$ cat config.mk
export PLATFORM = sky130hd
export DESIGN_NAME = battery_fan_speed_arbiter_top_flat
export DESIGN_NICKNAME = d
export VERILOG_FILES = /design/src/rtl/bfsa_pkg.sv /design/src/rtl/bfsa_if.sv /design/src/rtl/bfsa_front.sv /design/src/rtl/bfsa_queue.sv /design/src/rtl/bfsa_back.sv /design/src/rtl/battery_fan_speed_arbiter_top.sv /design/src/flat_wrapper.sv
export VERILOG_INCLUDE_DIRS = /design/src /design/src/rtl
export SDC_FILE = /design/constraint.sdc
export NUM_CORES = 1
export LEC_CHECK = 0
export BUFFER_PORTS_ARGS = -buffer_cell sky130_fd_sc_hd__buf_4
export CAP_MARGIN = 20
export CORE_MARGIN = 1
export CORE_UTILIZATION = 37
export DETAILED_ROUTE_END_ITERATION = 10
export PLACE_DENSITY = 0.55
export REMOVE_ABC_BUFFERS = 1
export SKIP_CTS_REPAIR_TIMING = 1
export SLEW_MARGIN = 10
export SYNTH_ARGS = -nofsm -noshare
export SYNTH_HDL_FRONTEND = slang
export SYNTH_HIERARCHICAL = 1
export SYNTH_SLANG_ARGS = --single-unit
$ cat constraint.sdc
create_clock -name clk_i -period 34.2 [get_ports clk_i]
set_clock_uncertainty 0.2 [all_clocks]
set_input_delay 10.26 -clock clk_i [delete_from_list [all_inputs] [get_ports clk_i]]
set_output_delay 10.26 -clock clk_i [all_outputs]
set_load 0.05 [all_outputs]
$ cat src/rtl/battery_fan_speed_arbiter_top_macros.svh
// Assertion macros used by the fan speed arbiter back end.
`ifndef BATTERY_FAN_SPEED_ARBITER_TOP_MACROS_SVH
`define BATTERY_FAN_SPEED_ARBITER_TOP_MACROS_SVH

// Check a property on every clock edge outside reset.
`define BFSA_ASSERT(lbl, prop, msg) \
  lbl: assert property (@(posedge clk_i) disable iff (!rst_ni) prop) \
    else $error(msg);

// Check that a condition never holds outside reset.
`define BFSA_ASSERT_NEVER(lbl, cond, msg) \
  lbl: assert property (@(posedge clk_i) disable iff (!rst_ni) !(cond)) \
    else $error(msg);

`endif

$ cat src/rtl/bfsa_pkg.sv
// Types, constants and register codes of the fan speed arbiter.
package bfsa_pkg;

  localparam int unsigned KeyonSampleMs   = 300000;
  localparam int unsigned PluggedSampleMs = 600000;
  localparam int unsigned KeyoffSampleMs  = 3600000;
  localparam int          RunawayC        = 60;
  localparam int          FaultHighC      = 127;
  localparam int          FaultLowC       = -40;
  localparam int          QueueDepth      = 2;

  localparam int CfgIdxW  = 4;
  localparam int CfgDataW = 32;

  localparam logic [CfgIdxW-1:0] RegCoolAbove   = 4'd0;
  localparam logic [CfgIdxW-1:0] RegHeatBelow   = 4'd1;
  localparam logic [CfgIdxW-1:0] RegHighDelta   = 4'd2;
  localparam logic [CfgIdxW-1:0] RegCabinDelta  = 4'd3;
  localparam logic [CfgIdxW-1:0] RegRiseHold    = 4'd4;
  localparam logic [CfgIdxW-1:0] RegFallHold    = 4'd5;
  localparam logic [CfgIdxW-1:0] RegIntakeValid = 4'd6;
  localparam logic [CfgIdxW-1:0] RegSampleOn    = 4'd7;

  localparam logic [1:0] SpeedOff  = 2'd0;
  localparam logic [1:0] SpeedLow  = 2'd1;
  localparam logic [1:0] SpeedMed  = 2'd2;
  localparam logic [1:0] SpeedHigh = 2'd3;

  typedef enum logic [2:0] {
    ClsUnknown = 3'd0,
    ClsRunaway = 3'd1,
    ClsHot     = 3'd2,
    ClsWarm    = 3'd3,
    ClsOk      = 3'd4,
    ClsCool    = 3'd5,
    ClsCold    = 3'd6
  } cls_e;

  typedef enum logic [1:0] {
    RelUnknown = 2'd0,
    RelHotter  = 2'd1,
    RelClose   = 2'd2,
    RelColder  = 2'd3
  } rel_e;

  typedef struct packed {
    logic [7:0]  cool_above_c;
    logic [7:0]  heat_below_c;
    logic [6:0]  high_speed_delta_c;
    logic [6:0]  cabin_delta_c;
    logic [31:0] rise_hold_ms;
    logic [31:0] fall_hold_ms;
    logic [31:0] intake_valid_ms;
    logic [31:0] sample_on_ms;
  } cfg_t;

  // One classified tick as it sits in the queue.
  typedef struct packed {
    logic [31:0] now_ms;
    cls_e        cls;
    rel_e        rel;
    logic [1:0]  user_speed;
    logic [1:0]  charger_speed;
    logic [1:0]  balance_speed;
    logic        thermal_allowed;
    logic        key_on;
    logic        charger_plugged;
  } item_t;

endpackage

$ cat src/rtl/bfsa_if.sv
// Channel interfaces: tick input, result output and register writes.
interface bfsa_in_if;
  logic              valid;
  logic              ready;
  logic [31:0]       now_ms;
  logic signed [7:0] pack_temp;
  logic signed [7:0] intake_temp;
  logic [1:0]        user_speed;
  logic [1:0]        charger_speed;
  logic [1:0]        balance_speed;
  logic              thermal_allowed;
  logic              heater_present;
  logic              key_on;
  logic              charger_plugged;

  modport source (output valid, now_ms, pack_temp, intake_temp, user_speed, charger_speed,
                  balance_speed, thermal_allowed, heater_present, key_on, charger_plugged,
                  input ready);
  modport sink (input valid, now_ms, pack_temp, intake_temp, user_speed, charger_speed,
                balance_speed, thermal_allowed, heater_present, key_on, charger_plugged,
                output ready);
endinterface

interface bfsa_out_if;
  logic       valid;
  logic       ready;
  logic [1:0] fan_speed;
  logic [1:0] goal_speed;
  logic [1:0] battery_request;
  logic       intake_valid;

  modport source (output valid, fan_speed, goal_speed, battery_request, intake_valid,
                  input ready);
  modport sink (input valid, fan_speed, goal_speed, battery_request, intake_valid,
                output ready);
endinterface

interface bfsa_cfg_if;
  logic                         valid;
  logic                         ready;
  logic [bfsa_pkg::CfgIdxW-1:0]  index;
  logic [bfsa_pkg::CfgDataW-1:0] data;

  modport source (output valid, index, data, input ready);
  modport sink (input valid, index, data, output ready);
endinterface

$ cat src/rtl/bfsa_front.sv
// Front end: accept a tick, classify the pack and its relation to intake air.
module bfsa_front #(
  parameter int RUNAWAY_C    = bfsa_pkg::RunawayC,
  parameter int FAULT_HIGH_C = bfsa_pkg::FaultHighC,
  parameter int FAULT_LOW_C  = bfsa_pkg::FaultLowC
) (
  bfsa_in_if.sink          in_i,
  input  bfsa_pkg::cfg_t   cfg_i,
  input  logic             q_ready_i,
  output logic             push_o,
  output bfsa_pkg::item_t  item_o
);

  localparam logic signed [9:0] RunawayT   = 10'(RUNAWAY_C);
  localparam logic signed [9:0] FaultHighT = 10'(FAULT_HIGH_C);
  localparam logic signed [9:0] FaultLowT  = 10'(FAULT_LOW_C);

  logic signed [9:0] pack_w, intake_w, cool_w, heat_w, delta_w, cabin_w;
  logic signed [9:0] hot_thr, cool_thr, hotter_thr, close_thr;
  bfsa_pkg::cls_e    cls;
  bfsa_pkg::rel_e    rel;

  // Widen everything to ten signed bits so threshold sums cannot wrap.
  assign pack_w   = $signed({{2{in_i.pack_temp[7]}}, in_i.pack_temp});
  assign intake_w = $signed({{2{in_i.intake_temp[7]}}, in_i.intake_temp});
  assign cool_w   = $signed({{2{cfg_i.cool_above_c[7]}}, cfg_i.cool_above_c});
  assign heat_w   = $signed({{2{cfg_i.heat_below_c[7]}}, cfg_i.heat_below_c});
  assign delta_w  = $signed({3'b000, cfg_i.high_speed_delta_c});
  assign cabin_w  = $signed({3'b000, cfg_i.cabin_delta_c});

  assign hot_thr    = cool_w + delta_w;
  assign cool_thr   = heat_w - delta_w;
  assign hotter_thr = intake_w + cabin_w;
  assign close_thr  = intake_w - cabin_w;

  always_comb begin
    priority if (pack_w > RunawayT) begin
      cls = bfsa_pkg::ClsRunaway;
    end else if (pack_w > hot_thr) begin
      cls = bfsa_pkg::ClsHot;
    end else if (pack_w > cool_w) begin
      cls = bfsa_pkg::ClsWarm;
    end else if (pack_w > heat_w) begin
      cls = bfsa_pkg::ClsOk;
    end else if (pack_w > cool_thr) begin
      cls = in_i.heater_present ? bfsa_pkg::ClsOk : bfsa_pkg::ClsCool;
    end else if (pack_w > FaultLowT) begin
      cls = in_i.heater_present ? bfsa_pkg::ClsOk : bfsa_pkg::ClsCold;
    end else begin
      cls = bfsa_pkg::ClsUnknown;
    end
  end

  always_comb begin
    priority if (pack_w == FaultHighT) begin
      rel = bfsa_pkg::RelUnknown;
    end else if (pack_w > hotter_thr) begin
      rel = bfsa_pkg::RelHotter;
    end else if (pack_w > close_thr) begin
      rel = bfsa_pkg::RelClose;
    end else if (pack_w > FaultLowT) begin
      rel = bfsa_pkg::RelColder;
    end else begin
      rel = bfsa_pkg::RelUnknown;
    end
  end

  assign in_i.ready = q_ready_i;
  assign push_o     = in_i.valid && q_ready_i;

  always_comb begin
    item_o.now_ms          = in_i.now_ms;
    item_o.cls             = cls;
    item_o.rel             = rel;
    item_o.user_speed      = in_i.user_speed;
    item_o.charger_speed   = in_i.charger_speed;
    item_o.balance_speed   = in_i.balance_speed;
    item_o.thermal_allowed = in_i.thermal_allowed;
    item_o.key_on          = in_i.key_on;
    item_o.charger_plugged = in_i.charger_plugged;
  end

endmodule

$ cat src/rtl/bfsa_queue.sv
// Short FIFO of classified ticks between front and back.
module bfsa_queue #(
  parameter int DEPTH = bfsa_pkg::QueueDepth
) (
  input  logic            clk_i,
  input  logic            rst_ni,
  input  logic            push_i,
  input  bfsa_pkg::item_t item_i,
  input  logic            pop_i,
  output logic            ready_o,
  output logic            valid_o,
  output bfsa_pkg::item_t item_o
);

  localparam int PtrW = (DEPTH > 1) ? $clog2(DEPTH) : 1;
  localparam int CntW = $clog2(DEPTH + 1);
  localparam logic [PtrW-1:0] LastPtr = PtrW'(DEPTH - 1);
  localparam logic [CntW-1:0] FullCnt = CntW'(DEPTH);

  bfsa_pkg::item_t slots_q [DEPTH];
  logic [PtrW-1:0] wr_ptr_q, wr_ptr_d, rd_ptr_q, rd_ptr_d;
  logic [CntW-1:0] count_q, count_d;

  assign ready_o = (count_q != FullCnt);
  assign valid_o = (count_q != '0);
  assign item_o  = slots_q[rd_ptr_q];

  always_comb begin
    wr_ptr_d = wr_ptr_q;
    rd_ptr_d = rd_ptr_q;
    count_d  = count_q;
    if (push_i) begin
      wr_ptr_d = (wr_ptr_q == LastPtr) ? '0 : wr_ptr_q + 1'b1;
    end
    if (pop_i) begin
      rd_ptr_d = (rd_ptr_q == LastPtr) ? '0 : rd_ptr_q + 1'b1;
    end
    if (push_i && !pop_i) begin
      count_d = count_q + 1'b1;
    end else if (pop_i && !push_i) begin
      count_d = count_q - 1'b1;
    end
  end

  always_ff @(posedge clk_i or negedge rst_ni) begin
    if (!rst_ni) begin
      wr_ptr_q <= '0;
      rd_ptr_q <= '0;
      count_q  <= '0;
    end else begin
      wr_ptr_q <= wr_ptr_d;
      rd_ptr_q <= rd_ptr_d;
      count_q  <= count_d;
    end
  end

  always_ff @(posedge clk_i) begin
    if (push_i) begin
      slots_q[wr_ptr_q] <= item_i;
    end
  end

endmodule

$ cat src/rtl/bfsa_back.sv
// Back end: intake tracking, sampler, goal arbitration, hold timing and result register.
`include "battery_fan_speed_arbiter_top_macros.svh"

module bfsa_back #(
  parameter int unsigned KEYON_SAMPLE_MS   = bfsa_pkg::KeyonSampleMs,
  parameter int unsigned PLUGGED_SAMPLE_MS = bfsa_pkg::PluggedSampleMs,
  parameter int unsigned KEYOFF_SAMPLE_MS  = bfsa_pkg::KeyoffSampleMs
) (
  input  logic            clk_i,
  input  logic            rst_ni,
  input  bfsa_pkg::cfg_t  cfg_i,
  input  logic            head_valid_i,
  input  bfsa_pkg::item_t head_i,
  output logic            pop_o,
  bfsa_out_if.source      out_o
);

  localparam logic [31:0] KeyonIval   = 32'(KEYON_SAMPLE_MS);
  localparam logic [31:0] PluggedIval = 32'(PLUGGED_SAMPLE_MS);
  localparam logic [31:0] KeyoffIval  = 32'(KEYOFF_SAMPLE_MS);
  localparam logic [31:0] SampleReset = 32'hFFFF_FFFF - KeyoffIval;

  logic [1:0]  speed_now_q, speed_now_d, speed_seen_q;
  logic [1:0]  acc_goal_q, acc_goal_d;
  logic [31:0] fan_off_q, fan_off_d;
  logic [31:0] change_q, change_d;
  logic [31:0] sample_start_q, sample_start_d;

  logic        out_valid_q;
  logic [1:0]  out_fan_q, out_goal_q, out_breq_q;
  logic        out_intake_q;

  logic        pop;
  logic        intake_ok;
  logic [31:0] now, elapsed, interval, hold;
  logic        samp_req, samp_restart, needs_sample;
  logic [1:0]  breq, goal;

  assign now = head_i.now_ms;
  assign pop = head_valid_i && (!out_valid_q || out_o.ready);
  assign pop_o = pop;

  // Latch the time the fan went off once the change is first seen.
  assign fan_off_d = ((speed_now_q != speed_seen_q) && (speed_now_q == bfsa_pkg::SpeedOff))
                   ? now : fan_off_q;
  assign intake_ok = (speed_now_q != bfsa_pkg::SpeedOff) ||
                     ((now - fan_off_d) < cfg_i.intake_valid_ms);

  assign interval = head_i.key_on ? KeyonIval :
                    (head_i.charger_plugged ? PluggedIval : KeyoffIval);
  assign elapsed      = now - sample_start_q;
  assign samp_restart = elapsed > interval;
  assign samp_req     = (elapsed < cfg_i.sample_on_ms) || samp_restart;

  assign needs_sample = !intake_ok &&
                        ((head_i.cls == bfsa_pkg::ClsHot)  || (head_i.cls == bfsa_pkg::ClsWarm) ||
                         (head_i.cls == bfsa_pkg::ClsCool) || (head_i.cls == bfsa_pkg::ClsCold));

  always_comb begin
    breq = bfsa_pkg::SpeedOff;
    if (intake_ok) begin
      unique case (head_i.cls)
        bfsa_pkg::ClsHot:  breq = (head_i.rel == bfsa_pkg::RelHotter) ? bfsa_pkg::SpeedHigh
                                                                      : bfsa_pkg::SpeedOff;
        bfsa_pkg::ClsWarm: breq = (head_i.rel == bfsa_pkg::RelHotter) ? bfsa_pkg::SpeedLow
                                                                      : bfsa_pkg::SpeedOff;
        bfsa_pkg::ClsCool: breq = (head_i.rel == bfsa_pkg::RelColder) ? bfsa_pkg::SpeedLow
                                                                      : bfsa_pkg::SpeedOff;
        bfsa_pkg::ClsCold: breq = (head_i.rel == bfsa_pkg::RelColder) ? bfsa_pkg::SpeedHigh
                                                                      : bfsa_pkg::SpeedOff;
        default:           breq = bfsa_pkg::SpeedOff;
      endcase
    end else if (needs_sample) begin
      breq = samp_req ? bfsa_pkg::SpeedLow : bfsa_pkg::SpeedOff;
    end
  end

  always_comb begin
    goal = breq;
    if (head_i.user_speed > goal) goal = head_i.user_speed;
    if (head_i.charger_speed > goal) goal = head_i.charger_speed;
    if (head_i.balance_speed > goal) goal = head_i.balance_speed;
  end

  assign sample_start_d = (needs_sample && samp_restart) ? now : sample_start_q;
  assign hold = (goal > acc_goal_q) ? cfg_i.rise_hold_ms : cfg_i.fall_hold_ms;

  always_comb begin
    speed_now_d = speed_now_q;
    acc_goal_d  = acc_goal_q;
    change_d    = change_q;
    if (!head_i.thermal_allowed) begin
      speed_now_d = bfsa_pkg::SpeedOff;
    end else if (speed_now_q != goal) begin
      if (goal == acc_goal_q) begin
        speed_now_d = goal;
      end else if ((now - change_q) >= hold) begin
        speed_now_d = goal;
        acc_goal_d  = goal;
        change_d    = now;
      end
    end
  end

  always_ff @(posedge clk_i or negedge rst_ni) begin
    if (!rst_ni) begin
      speed_now_q    <= bfsa_pkg::SpeedOff;
      speed_seen_q   <= bfsa_pkg::SpeedOff;
      acc_goal_q     <= bfsa_pkg::SpeedOff;
      fan_off_q      <= '0;
      change_q       <= '0;
      sample_start_q <= SampleReset;
      out_valid_q    <= 1'b0;
    end else begin
      if (pop) begin
        speed_now_q    <= speed_now_d;
        speed_seen_q   <= speed_now_q;
        acc_goal_q     <= acc_goal_d;
        fan_off_q      <= fan_off_d;
        change_q       <= change_d;
        sample_start_q <= sample_start_d;
        out_valid_q    <= 1'b1;
      end else if (out_o.ready) begin
        out_valid_q <= 1'b0;
      end
    end
  end

  always_ff @(posedge clk_i) begin
    if (pop) begin
      out_fan_q    <= speed_now_d;
      out_goal_q   <= goal;
      out_breq_q   <= breq;
      out_intake_q <= intake_ok;
    end
  end

  assign out_o.valid           = out_valid_q;
  assign out_o.fan_speed       = out_fan_q;
  assign out_o.goal_speed      = out_goal_q;
  assign out_o.battery_request = out_breq_q;
  assign out_o.intake_valid    = out_intake_q;

  `BFSA_ASSERT(a_off_when_denied, pop && !head_i.thermal_allowed |=> out_o.fan_speed == bfsa_pkg::SpeedOff, "fan not forced off without energy")
  `BFSA_ASSERT(a_speed_is_accepted, (speed_now_q != $past(speed_now_q)) && (speed_now_q != bfsa_pkg::SpeedOff) |-> speed_now_q == acc_goal_q, "speed moved to a goal that was not accepted")
  `BFSA_ASSERT_NEVER(a_breq_never_med, out_valid_q && (out_breq_q == bfsa_pkg::SpeedMed), "battery request coded medium")

endmodule

$ cat src/rtl/battery_fan_speed_arbiter_top.sv
// Top level of the battery fan speed arbiter: config registers, front, queue and back.
//
//  channel | dir | beat carries                                        | accepted when
//  --------+-----+-----------------------------------------------------+--------------
//  in_i    | in  | now_ms, temps, three requests, four status flags     | valid && ready
//  out_o   | out | fan_speed, goal_speed, battery_request, intake_valid | valid && ready
//  cfg_i   | in  | register index, write data                          | valid && ready
//
//  A tick is classified combinationally and written into the queue at its accepting
//  edge; the back pops it from the queue into the result register once that register is
//  free, and the result is then offered on out_o until it is taken.
//  A tick can be taken every cycle while out_o accepts results; the back's per-tick state update sets that rate.
//  Reset loads the register defaults and timing state. Config writes are always taken.
//  A stalled result holds in the output register while the queue fills; then in_i.ready drops.
module battery_fan_speed_arbiter_top #(
  parameter int unsigned KEYON_SAMPLE_MS   = bfsa_pkg::KeyonSampleMs,
  parameter int unsigned PLUGGED_SAMPLE_MS = bfsa_pkg::PluggedSampleMs,
  parameter int unsigned KEYOFF_SAMPLE_MS  = bfsa_pkg::KeyoffSampleMs,
  parameter int          RUNAWAY_C         = bfsa_pkg::RunawayC,
  parameter int          FAULT_HIGH_C      = bfsa_pkg::FaultHighC,
  parameter int          FAULT_LOW_C       = bfsa_pkg::FaultLowC,
  parameter int          QUEUE_DEPTH       = bfsa_pkg::QueueDepth
) (
  input  logic        clk_i,
  input  logic        rst_ni,
  bfsa_in_if.sink     in_i,
  bfsa_out_if.source  out_o,
  bfsa_cfg_if.sink    cfg_i
);

  bfsa_pkg::cfg_t  cfg_q;
  bfsa_pkg::item_t front_item, head_item;
  logic            push, pop, q_ready, head_valid;

  // Registers take a write every cycle; the user must write them only while idle, the block itself does not enforce it.
  assign cfg_i.ready = 1'b1;

  always_ff @(posedge clk_i or negedge rst_ni) begin
    if (!rst_ni) begin
      cfg_q.cool_above_c       <= 8'd35;
      cfg_q.heat_below_c       <= 8'd10;
      cfg_q.high_speed_delta_c <= 7'd5;
      cfg_q.cabin_delta_c      <= 7'd2;
      cfg_q.rise_hold_ms       <= 32'd10000;
      cfg_q.fall_hold_ms       <= 32'd30000;
      cfg_q.intake_valid_ms    <= 32'd60000;
      cfg_q.sample_on_ms       <= 32'd30000;
    end else if (cfg_i.valid) begin
      unique case (cfg_i.index)
        bfsa_pkg::RegCoolAbove:   cfg_q.cool_above_c       <= cfg_i.data[7:0];
        bfsa_pkg::RegHeatBelow:   cfg_q.heat_below_c       <= cfg_i.data[7:0];
        bfsa_pkg::RegHighDelta:   cfg_q.high_speed_delta_c <= cfg_i.data[6:0];
        bfsa_pkg::RegCabinDelta:  cfg_q.cabin_delta_c      <= cfg_i.data[6:0];
        bfsa_pkg::RegRiseHold:    cfg_q.rise_hold_ms       <= cfg_i.data[31:0];
        bfsa_pkg::RegFallHold:    cfg_q.fall_hold_ms       <= cfg_i.data[31:0];
        bfsa_pkg::RegIntakeValid: cfg_q.intake_valid_ms    <= cfg_i.data[31:0];
        bfsa_pkg::RegSampleOn:    cfg_q.sample_on_ms       <= cfg_i.data[31:0];
        default: ; // drop writes to unmapped indexes
      endcase
    end
  end

  // Classify each tick as it arrives.
  bfsa_front #(
    .RUNAWAY_C    (RUNAWAY_C),
    .FAULT_HIGH_C (FAULT_HIGH_C),
    .FAULT_LOW_C  (FAULT_LOW_C)
  ) u_front (
    .in_i      (in_i),
    .cfg_i     (cfg_q),
    .q_ready_i (q_ready),
    .push_o    (push),
    .item_o    (front_item)
  );

  // Decouple intake from the stateful back end.
  bfsa_queue #(
    .DEPTH (QUEUE_DEPTH)
  ) u_queue (
    .clk_i   (clk_i),
    .rst_ni  (rst_ni),
    .push_i  (push),
    .item_i  (front_item),
    .pop_i   (pop),
    .ready_o (q_ready),
    .valid_o (head_valid),
    .item_o  (head_item)
  );

  // Advance the fan state one tick per popped beat.
  bfsa_back #(
    .KEYON_SAMPLE_MS   (KEYON_SAMPLE_MS),
    .PLUGGED_SAMPLE_MS (PLUGGED_SAMPLE_MS),
    .KEYOFF_SAMPLE_MS  (KEYOFF_SAMPLE_MS)
  ) u_back (
    .clk_i        (clk_i),
    .rst_ni       (rst_ni),
    .cfg_i        (cfg_q),
    .head_valid_i (head_valid),
    .head_i       (head_item),
    .pop_o        (pop),
    .out_o        (out_o)
  );

endmodule
$ cat src/flat_wrapper.sv
// flat-port wrapper written by rule: the top's interface ports become plain ports
module battery_fan_speed_arbiter_top_flat 
#(
  parameter int unsigned KEYON_SAMPLE_MS   = bfsa_pkg::KeyonSampleMs,
  parameter int unsigned PLUGGED_SAMPLE_MS = bfsa_pkg::PluggedSampleMs,
  parameter int unsigned KEYOFF_SAMPLE_MS  = bfsa_pkg::KeyoffSampleMs,
  parameter int          RUNAWAY_C         = bfsa_pkg::RunawayC,
  parameter int          FAULT_HIGH_C      = bfsa_pkg::FaultHighC,
  parameter int          FAULT_LOW_C       = bfsa_pkg::FaultLowC,
  parameter int          QUEUE_DEPTH       = bfsa_pkg::QueueDepth
)
  (clk_i, rst_ni, in_i_valid, in_i_now_ms, in_i_pack_temp, in_i_intake_temp, in_i_user_speed, in_i_charger_speed, in_i_balance_speed, in_i_thermal_allowed, in_i_heater_present, in_i_key_on, in_i_charger_plugged, in_i_ready, out_o_valid, out_o_fan_speed, out_o_goal_speed, out_o_battery_request, out_o_intake_valid, out_o_ready, cfg_i_valid, cfg_i_index, cfg_i_data, cfg_i_ready);
  bfsa_in_if in_i_i ();
  bfsa_out_if out_o_i ();
  bfsa_cfg_if cfg_i_i ();
  input  logic clk_i;
  input  logic rst_ni;
  input wire logic [$bits(in_i_i.valid)-1:0] in_i_valid;
  input wire logic [$bits(in_i_i.now_ms)-1:0] in_i_now_ms;
  input wire logic [$bits(in_i_i.pack_temp)-1:0] in_i_pack_temp;
  input wire logic [$bits(in_i_i.intake_temp)-1:0] in_i_intake_temp;
  input wire logic [$bits(in_i_i.user_speed)-1:0] in_i_user_speed;
  input wire logic [$bits(in_i_i.charger_speed)-1:0] in_i_charger_speed;
  input wire logic [$bits(in_i_i.balance_speed)-1:0] in_i_balance_speed;
  input wire logic [$bits(in_i_i.thermal_allowed)-1:0] in_i_thermal_allowed;
  input wire logic [$bits(in_i_i.heater_present)-1:0] in_i_heater_present;
  input wire logic [$bits(in_i_i.key_on)-1:0] in_i_key_on;
  input wire logic [$bits(in_i_i.charger_plugged)-1:0] in_i_charger_plugged;
  output wire logic [$bits(in_i_i.ready)-1:0] in_i_ready;
  output wire logic [$bits(out_o_i.valid)-1:0] out_o_valid;
  output wire logic [$bits(out_o_i.fan_speed)-1:0] out_o_fan_speed;
  output wire logic [$bits(out_o_i.goal_speed)-1:0] out_o_goal_speed;
  output wire logic [$bits(out_o_i.battery_request)-1:0] out_o_battery_request;
  output wire logic [$bits(out_o_i.intake_valid)-1:0] out_o_intake_valid;
  input wire logic [$bits(out_o_i.ready)-1:0] out_o_ready;
  input wire logic [$bits(cfg_i_i.valid)-1:0] cfg_i_valid;
  input wire logic [$bits(cfg_i_i.index)-1:0] cfg_i_index;
  input wire logic [$bits(cfg_i_i.data)-1:0] cfg_i_data;
  output wire logic [$bits(cfg_i_i.ready)-1:0] cfg_i_ready;
  assign in_i_i.valid = in_i_valid;
  assign in_i_i.now_ms = in_i_now_ms;
  assign in_i_i.pack_temp = in_i_pack_temp;
  assign in_i_i.intake_temp = in_i_intake_temp;
  assign in_i_i.user_speed = in_i_user_speed;
  assign in_i_i.charger_speed = in_i_charger_speed;
  assign in_i_i.balance_speed = in_i_balance_speed;
  assign in_i_i.thermal_allowed = in_i_thermal_allowed;
  assign in_i_i.heater_present = in_i_heater_present;
  assign in_i_i.key_on = in_i_key_on;
  assign in_i_i.charger_plugged = in_i_charger_plugged;
  assign in_i_ready = in_i_i.ready;
  assign out_o_valid = out_o_i.valid;
  assign out_o_fan_speed = out_o_i.fan_speed;
  assign out_o_goal_speed = out_o_i.goal_speed;
  assign out_o_battery_request = out_o_i.battery_request;
  assign out_o_intake_valid = out_o_i.intake_valid;
  assign out_o_i.ready = out_o_ready;
  assign cfg_i_i.valid = cfg_i_valid;
  assign cfg_i_i.index = cfg_i_index;
  assign cfg_i_i.data = cfg_i_data;
  assign cfg_i_ready = cfg_i_i.ready;
  battery_fan_speed_arbiter_top #(.KEYON_SAMPLE_MS(KEYON_SAMPLE_MS), .PLUGGED_SAMPLE_MS(PLUGGED_SAMPLE_MS), .KEYOFF_SAMPLE_MS(KEYOFF_SAMPLE_MS), .RUNAWAY_C(RUNAWAY_C), .FAULT_HIGH_C(FAULT_HIGH_C), .FAULT_LOW_C(FAULT_LOW_C), .QUEUE_DEPTH(QUEUE_DEPTH)) u_core (.clk_i(clk_i), .rst_ni(rst_ni), .in_i(in_i_i), .out_o(out_o_i), .cfg_i(cfg_i_i));
endmodule
==> run_results.csv, run 1 <==
group,metric,value,unit
critical_path,rr_worst_depth,62,
hold_path,hold_path.class,"register to register",
synth,share_of_the_synthesized_area_in_the_top_cell_type,20.8,%
timing,slew_violations,0,
timing,final-setup-viol-count,0,
synth,post_synth_fa_ha_maj_area_fraction,14.9,%
synth,postSynthRegisterBits,364,
synth,synthesis.yosys.warnings,6,
finish,final_design_area_no_fill,0.0282,mm^2
clocking,h-tree-depth,2,
synth,yosys-mux-area-fraction,16.6,%
route,dr_vias,17700,
floorplan,die-width,263,um
route,first_pass_detailed_route_iteration_total,6,
critical_path,criticalPathCategory,"register to register",
finish,multiInputGateArea,0.0142,mm^2
critical_path,worst_r2r_startpoint,"u_core/u_back/speed_now_q[0]",
synth,ys_async_sr_fraction,72.8,%
critical_path,worstPathArrival,16.53,ns
synth,syn_inst,2327,
timing,worst_pin_slew,1.13,ns
critical_path,timing.critical_path.slowest_stage_cell,"a2111oi_0",
critical_path,critical_path.reg2reg.endpoint,"u_core/u_back/change_q[17]",
grt,grt_usage,19.6,%
place,io_buffers,107,
floorplan,pin_count,109,
timing,hold_violations,0,
status,status,"finished clean",
finish,final_core_utilization,41.9,%
finish,regArea,0.00967,mm^2
synth,syn_avg_cell_area,10.8,um^2
place,detailed_place.area,0.0267,mm^2
synth,synth_edf_count,99,
synth,synth_area_leader_cell,"dfrtp_1",
finish,area_delta_synth_final,11.8,%
timing,achievable-frequency,61.4,MHz
timing,setup_tns,0,ns
clocking,cts.clk_slew.worst_paths,0.06,ns
finish,fin_nets,2801,
finish,layout-drive-gt1-share,23.1,%
synth,yosys-top-cells-count,"ha_1, inv_1, mux2_2, dfrtp_1, a21oi_1",
critical_path,critical_path.most_common_cell,"ha_1",
floorplan,chipHeight,263,um
grt,grt_max_degree,77,
hold_path,hold_depth,1,
grt,number_of_antenna_violations_at_the_first_check_in_global_routing,2,
place,place.detailed.hpwl,50.9,mm
route,drcViolationCount,0,
route,avgViaCountPerCell,5.33,
floorplan,core-area,0.0673,mm^2
critical_path,setup_slack_of_the_most_critical_reg_to_reg_path,17.92,ns
synth,synth_xor_area_share,3.93,%
clocking,cts.path.max_buffers,3,
critical_path,worst_setup_path_start_kind,"register",
clocking,cts_tree,"yes",
clocking,insertion_delay_to_the_later_sink_of_the_worst_skew_pair,0.58,ns
hold_path,min-delay-start,"u_core/cfg_q[33]",
route,antenna_violating_nets_post_route,0,
hold_path,worstHoldEndpoint,"u_core/cfg_q[33]",
clocking,clock_tree.root_cell,"clkbuf_16",
synth,synth-simple-area-share,8.67,%
floorplan,die_outline_area,0.0692,mm^2
grt,grt_overflow,0,
route,drt-total-wl,67.4,mm
timing,timing.slew.headroom,22.6,%
floorplan,initial_core_utilization,37.5,%
timing,final_period_minus_worst_setup_slack,16.28,ns
route,detailedRoute.firstIterationViolations,966,
synth,postSynth.topFlopCell,"dfrtp_1",
critical_path,timing.critical_path.fanout_max,32,
clocking,tritoncts_num_sinks,364,
synth,synth.yosys.seq_area_share,38.4,%
route,routed_wire_length_per_instance,20.3,um
critical_path,cp_data_required_time,34.45,ns
timing,grt_setup_unrepaired,"false",
floorplan,std_cell_rows,95,
synth,combinational_family_with_the_most_area_after_synthesis,"multiplexers",
synth,synth_compound_area_share,11.9,%
synth,syn-cell-area,0.0252,mm^2
critical_path,crit_path_capture_type,"register",
synth,synth_most_common_cell,"ha_1",
critical_path,critical-path-max-stage-delay,0.96,ns
finish,nFillCells,6440,
synth,synth.top_cells.by_area,"dfrtp_1, ha_1, edfxtp_1, mux2_2, dfstp_2",
grt,vias_in_the_first_global_route,18600,
synth,synthDistinctLibCells,83,
place,globalplace.congestion,0.920,
grt,global_route_wire_length_before_repair,106,mm
run,timing.max_cap.violations,0,
timing,period_share,47.6,%
clocking,cts_made_buffers,44,
==> cells by family (layout without fill, tap and decap cells) <==
family                     after synthesis  after routing
other                                    1              3
xor gates and xnor gates               113            113
adders and majority gates              296            296
muxes                                  358            358
DFF                                    364            364
buffers and inverters                  315            431
AOI/OAI and AO/OA                      461            461
and+or+nand+nor                        419            419
==> critical path: cells and delay by family (launching register included) <==
kind                       cells  cell delay (ns)
AOI/OAI and AO/OA             27             7.67
and+or+nand+nor               17             3.31
adders and majority gates      8             2.09
buffers and inverters          7             1.38
muxes                          2             0.77
DFF                            1             0.49
xor gates and xnor gates       1             0.16
==> layout make-up <==
type	instances	area share (%)
Multi-Input combinational cell	1648	50.3
Inverter	223	2.97
Sequential cell	364	34.3
Antenna cell	2	0.0178
Clock inverter	14	0.515
Timing Repair Buffer	126	3.37
Tap cell	873	3.87
Clock buffer	68	4.69
==> flip-flops by register name (all words and copies together), names as in the netlist <==
name	flops
u_core/u_back/sample_start_q	32
u_core/u_back/out_o.intake_valid	1
u_core/u_queue/rd_ptr_q	1
u_core/u_queue/count_q	2
u_core/u_queue/slots_q	92
u_core/u_back/out_o.fan_speed	2
u_core/u_back/out_o.valid	1
u_core/u_queue/wr_ptr_q	1
u_core/u_back/change_q	32
u_core/u_back/acc_goal_q	2
u_core/u_back/speed_now_q	2
u_core/u_back/speed_seen_q	2
u_core/cfg_q	158
u_core/u_back/fan_off_q	32
u_core/u_back/out_o.battery_request	2
u_core/u_back/out_o.goal_speed	2
==> worst max-delay path by stage <==
stage	from	end	slack, ns	depth (start not counted)
6_report	u_core/u_back/speed_now_q[0]	u_core/u_back/change_q[17]	17.92	62
5_1_grt	u_core/u_back/speed_now_q[0]	u_core/u_back/change_q[10]	16.88	63
4_1_cts	u_core/u_back/speed_now_q[0]	u_core/u_back/change_q[17]	18.13	62
3_5_place_dp	u_core/u_back/speed_now_q[0]	u_core/u_back/change_q[17]	18.18	62
3_3_place_gp	u_core/u_queue/rd_ptr_q	u_core/u_back/change_q[18]	18.79	62
2_1_floorplan	u_core/u_back/speed_now_q[1]	u_core/u_back/change_q[0]	18.51	58
==> per-layer routing <==
layer | routed length (um) | vias up | share of wire (%) | track usage, %
li1 | - | 8536 | - | -
met1 | 31400 | 8709 | 47 | 26.1
met2 | 31000 | 322 | 46 | 32.6
met3 | 3010 | 104 | 4.5 | 3.07
met4 | 2020 | 2 | 3.0 | 6.39
met5 | 10 | - | 0.015 | 0
==> metrics by stage <==
stage | cells | hold slack, ns | worst slack, ns
finish | 3318 | 0.285 | 17.92
global route | 3316 | 0.305 | 16.88
CTS | 3315 | 0.291 | 18.13
detailed placement | 3233 | 0.279 | 18.18
global placement | 3233 | 0.269 | 18.79
floorplan | 2235 | 0.250 | 18.51
==> cell usage in the layout, fill, tap and decap left out, types with 11 or more instances in the layout <==
cell type    n
nand3_1     34
ha_1       289
a21oi_1    131
xnor2_1     77
or2_2       11
clkbuf_16   45
buf_4      124
o21ai_0     90
mux2_2     222
mux2_4      59
inv_1      223
nand2b_1    26
nor3_1      29
and3_1      16
nand4_1     27
mux2i_1     60
o21bai_1    14
a31oi_1     15
nor2_1      93
mux2_1      17
o21a_1      23
edfxtp_1    99
nand2_1     83
clkbuf_1    12
clkbuf_8    11
or3_1       13
dfstp_2     55
nor2b_1     37
xor2_1      36
a21o_1      65
dfrtp_1    209
a211oi_1    17
Power of run 1 is not shown: default switching activity piles up to over one toggle a cycle in this logic, so the estimate is an artifact.
==> inputs of run 2 (changes only) <==
Clock period 34.2 ns to 16 ns, I/O delays scaled along.
==> run_results.csv, run 2 (synthesis gave the netlist of run 1 again) <==
group,metric,value,unit
status,status,"finished clean",
clocking,cts.path.max_buffers,3,
finish,area_delta_synth_final,12.7,%
route,dr_vias,17800,
critical_path,worst_setup_path_start_kind,"register",
finish,nFillCells,6446,
clocking,cts_tree,"yes",
finish,antenna_cells,0,
timing,achievable-frequency,67.6,MHz
clocking,cts.clk_slew.worst_paths,0.06,ns
timing,timing.slew.headroom,34.4,%
critical_path,cp_data_required_time,16.26,ns
grt,global_route_wire_length_before_repair,107,mm
finish,registers.top_by_ff_count,"u_core/cfg_q",
timing,period_share,92.5,%
floorplan,core-area,0.0673,mm^2
critical_path,timing.critical_path.fanout_max,32,
route,routed_wire_length_per_instance,20.5,um
timing,final_period_minus_worst_setup_slack,14.80,ns
timing,final-setup-viol-count,0,
finish,layout.cells.most_common,"ha_1",
place,place.detailed.hpwl,51.1,mm
grt,grt_usage,19.7,%
hold_path,hold_path.class,"register to register",
critical_path,critical_path.most_common_cell,"ha_1",
grt,vias_in_the_first_global_route,18500,
route,first_pass_detailed_route_iteration_total,5,
grt,grt_max_degree,73,
route,avgViaCountPerCell,5.36,
timing,slew_violations,0,
finish,mostFrequentLayoutCells,"ha_1, inv_1, mux2_2",
floorplan,std_cell_rows,95,
place,io_buffers,107,
place,globalplace.congestion,0.916,
critical_path,critical-path-max-stage-delay,0.81,ns
finish,fin_nets,2807,
clocking,clock_tree.root_cell,"clkbuf_16",
critical_path,criticalPathCategory,"register to register",
floorplan,chipHeight,263,um
floorplan,die-width,263,um
grt,number_of_antenna_violations_at_the_first_check_in_global_routing,0,
route,drt-total-wl,68.1,mm
timing,grt_setup_unrepaired,"false",
clocking,insertion_delay_to_the_later_sink_of_the_worst_skew_pair,0.58,ns
floorplan,initial_core_utilization,37.5,%
critical_path,crit_path_capture_type,"register",
grt,grt_overflow,0,
route,drcViolationCount,0,
critical_path,worstPathArrival,15.05,ns
critical_path,timing.critical_path.slowest_stage_cell,"nor3_1",
finish,layout-drive-gt1-share,23.4,%
finish,largest_register_ff_count,158,
clocking,cts_made_buffers,44,
clocking,h-tree-depth,2,
run,timing.max_cap.violations,0,
finish,biggestRegsByFlops,"u_core/cfg_q (158), u_core/u_queue/slots_q (92)",
route,antenna_violating_nets_post_route,0,
timing,setup_tns,0,ns
timing,hold_violations,0,
timing,worst_pin_slew,0.984,ns
route,detailedRoute.firstIterationViolations,949,
floorplan,die_outline_area,0.0692,mm^2
clocking,tritoncts_num_sinks,364,
floorplan,pin_count,109,
==> run 2: per-stage QoR <==
stage	worst slack (ns)	cell area [um^2]	hold slack, ns	instances	utilization, %
finish	1.20	28400	0.284	3322	42.2
global route	0.0266	28400	0.304	3322	42.2
CTS	0.517	28400	0.287	3316	42.1
detailed placement	0.552	26700	0.275	3234	39.7
global placement	0.422	26700	0.273	3233	39.7
floorplan	0.312	24600	0.250	2235	-
==> run 2: routing by layer <==
metal	wire (um)	vias up	share of wire (%)	track usage, %
met5	0	-	0	0
met4	2090	0	3.1	6.88
met3	2730	102	4.0	2.73
met2	31800	369	47	32.9
met1	31500	8770	46	26.2
li1	-	8567	-	-
==> run 2: final cells by class <==
type / count / area [um^2] / area share [%]
Sequential cell: 364 / 9670 / 34.0
Tap cell: 873 / 1090 / 3.84
Multi-Input combinational cell: 1648 / 14200 / 49.9
Inverter: 223 / 837 / 2.95
Clock inverter: 24 / 387 / 1.36
Timing Repair Buffer: 132 / 995 / 3.50
Clock buffer: 58 / 1250 / 4.39
==> run 2: critical path: cells and delay by family, from the launching register on <==
family	cells	cell delay (ns)
and+or+nand+nor	18	3.76
DFF	1	0.60
buffers and inverters	8	1.68
AOI/OAI and AO/OA	24	5.33
xor gates and xnor gates	1	0.08
adders and majority gates	8	2.11
muxes	3	0.79
==> run 2: path summary, 6_finish.rpt <==
check / startpoint / end / slack [ns] / cells past startpoint
setup / recovery: u_core/u_queue/rd_ptr_q / u_core/u_back/change_q[31] / 1.20 / 62
hold / removal: u_core/u_back/sample_start_q[0] / u_core/u_back/sample_start_q[0] / 0.28 / 2
setup reg to reg: u_core/u_queue/rd_ptr_q / u_core/u_back/change_q[31] / 1.20 / 62
hold reg to reg: u_core/u_back/sample_start_q[0] / u_core/u_back/sample_start_q[0] / 0.28 / 2
max in group asynchronous: rst_ni / u_core/u_queue/rd_ptr_q / 9.31 / 3
min in group asynchronous: rst_ni / u_core/cfg_q[110] / 3.95 / 1
Power of run 2 is left out for the same reason.
==> inputs of run 3 (changes only) <==
Settings changed: PLACE_DENSITY 0.55 to 0.56, REMOVE_ABC_BUFFERS 1 to unset, SYNTH_HIERARCHICAL 1 to unset.
==> run_results.csv, run 3 <==
group,metric,value,unit
critical_path,cp_data_required_time,16.23,ns
finish,multiInputGateArea,0.0134,mm^2
synth,synth.top_cells.by_area,"dfrtp_1, ha_1, edfxtp_1, dfstp_2, mux2_2",
clocking,tritoncts_num_sinks,364,
finish,nFillCells,6190,
floorplan,die-width,257,um
clocking,cts.clk_slew.worst_paths,0.06,ns
critical_path,critical-path-max-stage-delay,0.47,ns
place,globalplace.congestion,0.931,
synth,synth_most_common_cell,"ha_1",
clocking,cts_tree,"yes",
synth,ys_async_sr_fraction,72.8,%
synth,syn-num-nets,2785,
status,status,"finished clean",
timing,worst_pin_slew,1.00,ns
route,first_pass_detailed_route_iteration_total,5,
critical_path,worst_setup_path_endpoint,"u_core.u_back.change_q[7]",
critical_path,critical_path.reg2reg.endpoint,"u_core.u_back.change_q[7]",
route,avgViaCountPerCell,5.22,
grt,grt_usage,20.0,%
critical_path,crit_path_capture_type,"register",
critical_path,crit_path_start,"u_core.u_back.speed_now_q[0]",
clocking,insertion_delay_to_the_later_sink_of_the_worst_skew_pair,0.58,ns
finish,layout-drive-gt1-share,17.3,%
critical_path,critical_path_buffers_and_inverters,7,
clocking,cts.path.max_buffers,3,
critical_path,criticalPathCategory,"register to register",
floorplan,chipHeight,257,um
grt,grt_max_degree,170,
critical_path,worst_r2r_startpoint,"u_core.u_back.speed_now_q[0]",
timing,final_period_minus_worst_setup_slack,14.74,ns
clocking,h-tree-depth,2,
timing,slew_violations,0,
floorplan,initial_core_utilization,37.4,%
place,io_buffers,107,
finish,layout.cells.most_common,"ha_1",
timing,period_share,92.1,%
finish,registers.top_by_ff_count,"u_core.cfg_q",
timing,setup_tns,0,ns
route,dr_vias,17700,
synth,yosys-top-cells-count,"ha_1, inv_1, nand2_1, dfrtp_1, o21ai_0",
run,timing.max_cap.violations,0,
synth,synthesis.yosys.warnings,0,
clocking,cts_made_buffers,43,
synth,syn_avg_cell_area,10.1,um^2
hold_path,hold_path.class,"register to register",
critical_path,crit_cells,65,
synth,postSynth.topFlopCell,"dfrtp_1",
timing,achievable-frequency,67.8,MHz
route,drt-total-wl,66.0,mm
clocking,clock_tree.root_cell,"clkbuf_16",
finish,biggestRegsByFlops,"u_core.cfg_q (158), u_core.u_queue.slots_q (92)",
critical_path,timing.critical_path.fanout_max,12,
critical_path,worst_setup_path_start_kind,"register",
critical_path,timing.critical_path.slowest_stage_cell,"dfrtp_1",
route,routed_wire_length_per_instance,19.5,um
critical_path,critical_path.most_common_cell,"a21o_1",
finish,largest_register_ff_count,158,
synth,syn-cell-area,0.0241,mm^2
floorplan,core-area,0.0645,mm^2
synth,synth.yosys.seq_area_share,40.1,%
finish,mostFrequentLayoutCells,"ha_1, inv_1, nand2_1",
critical_path,critPathTopFamily,"compound AO/OA/AOI/OAI gates",
timing,timing.slew.headroom,31.2,%
critical_path,worstPathArrival,14.97,ns
finish,area_delta_synth_final,13.6,%
synth,synthDistinctLibCells,77,
critical_path,rr_worst_depth,65,
floorplan,std_cell_rows,93,
grt,number_of_antenna_violations_at_the_first_check_in_global_routing,2,
route,antenna_violating_nets_post_route,0,
timing,final-setup-viol-count,0,
route,drcViolationCount,0,
floorplan,pin_count,109,
grt,grt_overflow,0,
timing,hold_violations,0,
synth,syn_inst,2386,
synth,share_of_the_synthesized_area_in_the_top_cell_type,21.8,%
synth,synth_edf_count,99,
place,place.detailed.hpwl,49.6,mm
timing,grt_setup_unrepaired,"false",
synth,postSynthRegisterBits,364,
critical_path,setup_slack_of_the_most_critical_reg_to_reg_path,1.26,ns
floorplan,die_outline_area,0.0662,mm^2
finish,fin_nets,2898,
grt,vias_in_the_first_global_route,17700,
synth,synth_area_leader_cell,"dfrtp_1",
route,detailedRoute.firstIterationViolations,1091,
finish,regArea,0.00967,mm^2
grt,global_route_wire_length_before_repair,102,mm
[run 3: per-stage QoR]
stage          instance area (um^2)  util, %  worst slack, ns  hold slack, ns  instances
2_1_floorplan                 24100        -             2.88           0.249       2386
3_3_place_gp                  25900     40.2             1.29           0.264       3305
3_5_place_dp                  25900     40.2            0.905           0.270       3306
4_1_cts                       27400     42.4            0.841           0.283       3384
5_1_grt                       27400     42.5            0.148           0.302       3388
6_report                      27400     42.5             1.26           0.279       3389
[run 3: final cells by class]
| class | instances | area share, % |
|---|---|---|
| flip-flops and latches | 364 | 35.3 |
| clock inverters | 18 | 0.599 |
| well taps | 855 | 3.91 |
| diodes | 2 | 0.0183 |
| clock buffers | 60 | 4.66 |
| repair buffers | 126 | 3.57 |
| multi-input cells | 1745 | 48.9 |
| inverters | 219 | 3.00 |
[run 3: kinds of logic after synthesis]
group | after synthesis | share of synthesized area [%]
flops | 364 | 40.1
buf+inv | 278 | 4.56
fa+ha+maj | 300 | 15.8
other cells | 1 | 0.0156
compound gates | 567 | 14.3
xor+xnor | 111 | 4.07
mux | 230 | 10.8
simple gates | 535 | 10.4
[run 3: metal layers]
| layer | GRT usage (%) | wire, um |
|---|---|---|
| met1 | 28.4 | 31900 |
| met2 | 31.4 | 29500 |
| met3 | 2.96 | 2910 |
| met4 | 5.57 | 1680 |
| met5 | 0 | 0 |
[run 3: how the worst min path moves through the flow]
stage,from,endpoint,depth (start not counted)
floorplan,u_core.u_back.fan_off_q[10],u_core.u_back.fan_off_q[10],2
global placement,u_core.u_back.fan_off_q[11],u_core.u_back.fan_off_q[11],2
detailed placement,u_core.u_back.fan_off_q[14],u_core.u_back.fan_off_q[14],2
CTS,u_core.u_back.fan_off_q[14],u_core.u_back.fan_off_q[14],2
global route,u_core.u_back.fan_off_q[27],u_core.u_back.fan_off_q[27],2
finish,u_core.u_back.fan_off_q[18],u_core.u_back.fan_off_q[18],2
[run 3: worst reg2reg max path, delay by kind of cell (launching register included)]
family	cells	cell delay (ns)
buffers and inverters	7	0.85
AOI/OAI and AO/OA	36	7.69
DFF	1	0.47
xor gates and xnor gates	1	0.18
muxes	3	1.05
and+or+nand+nor	10	1.95
adders and majority gates	8	2.22
Power of run 3 is left out for the same reason.
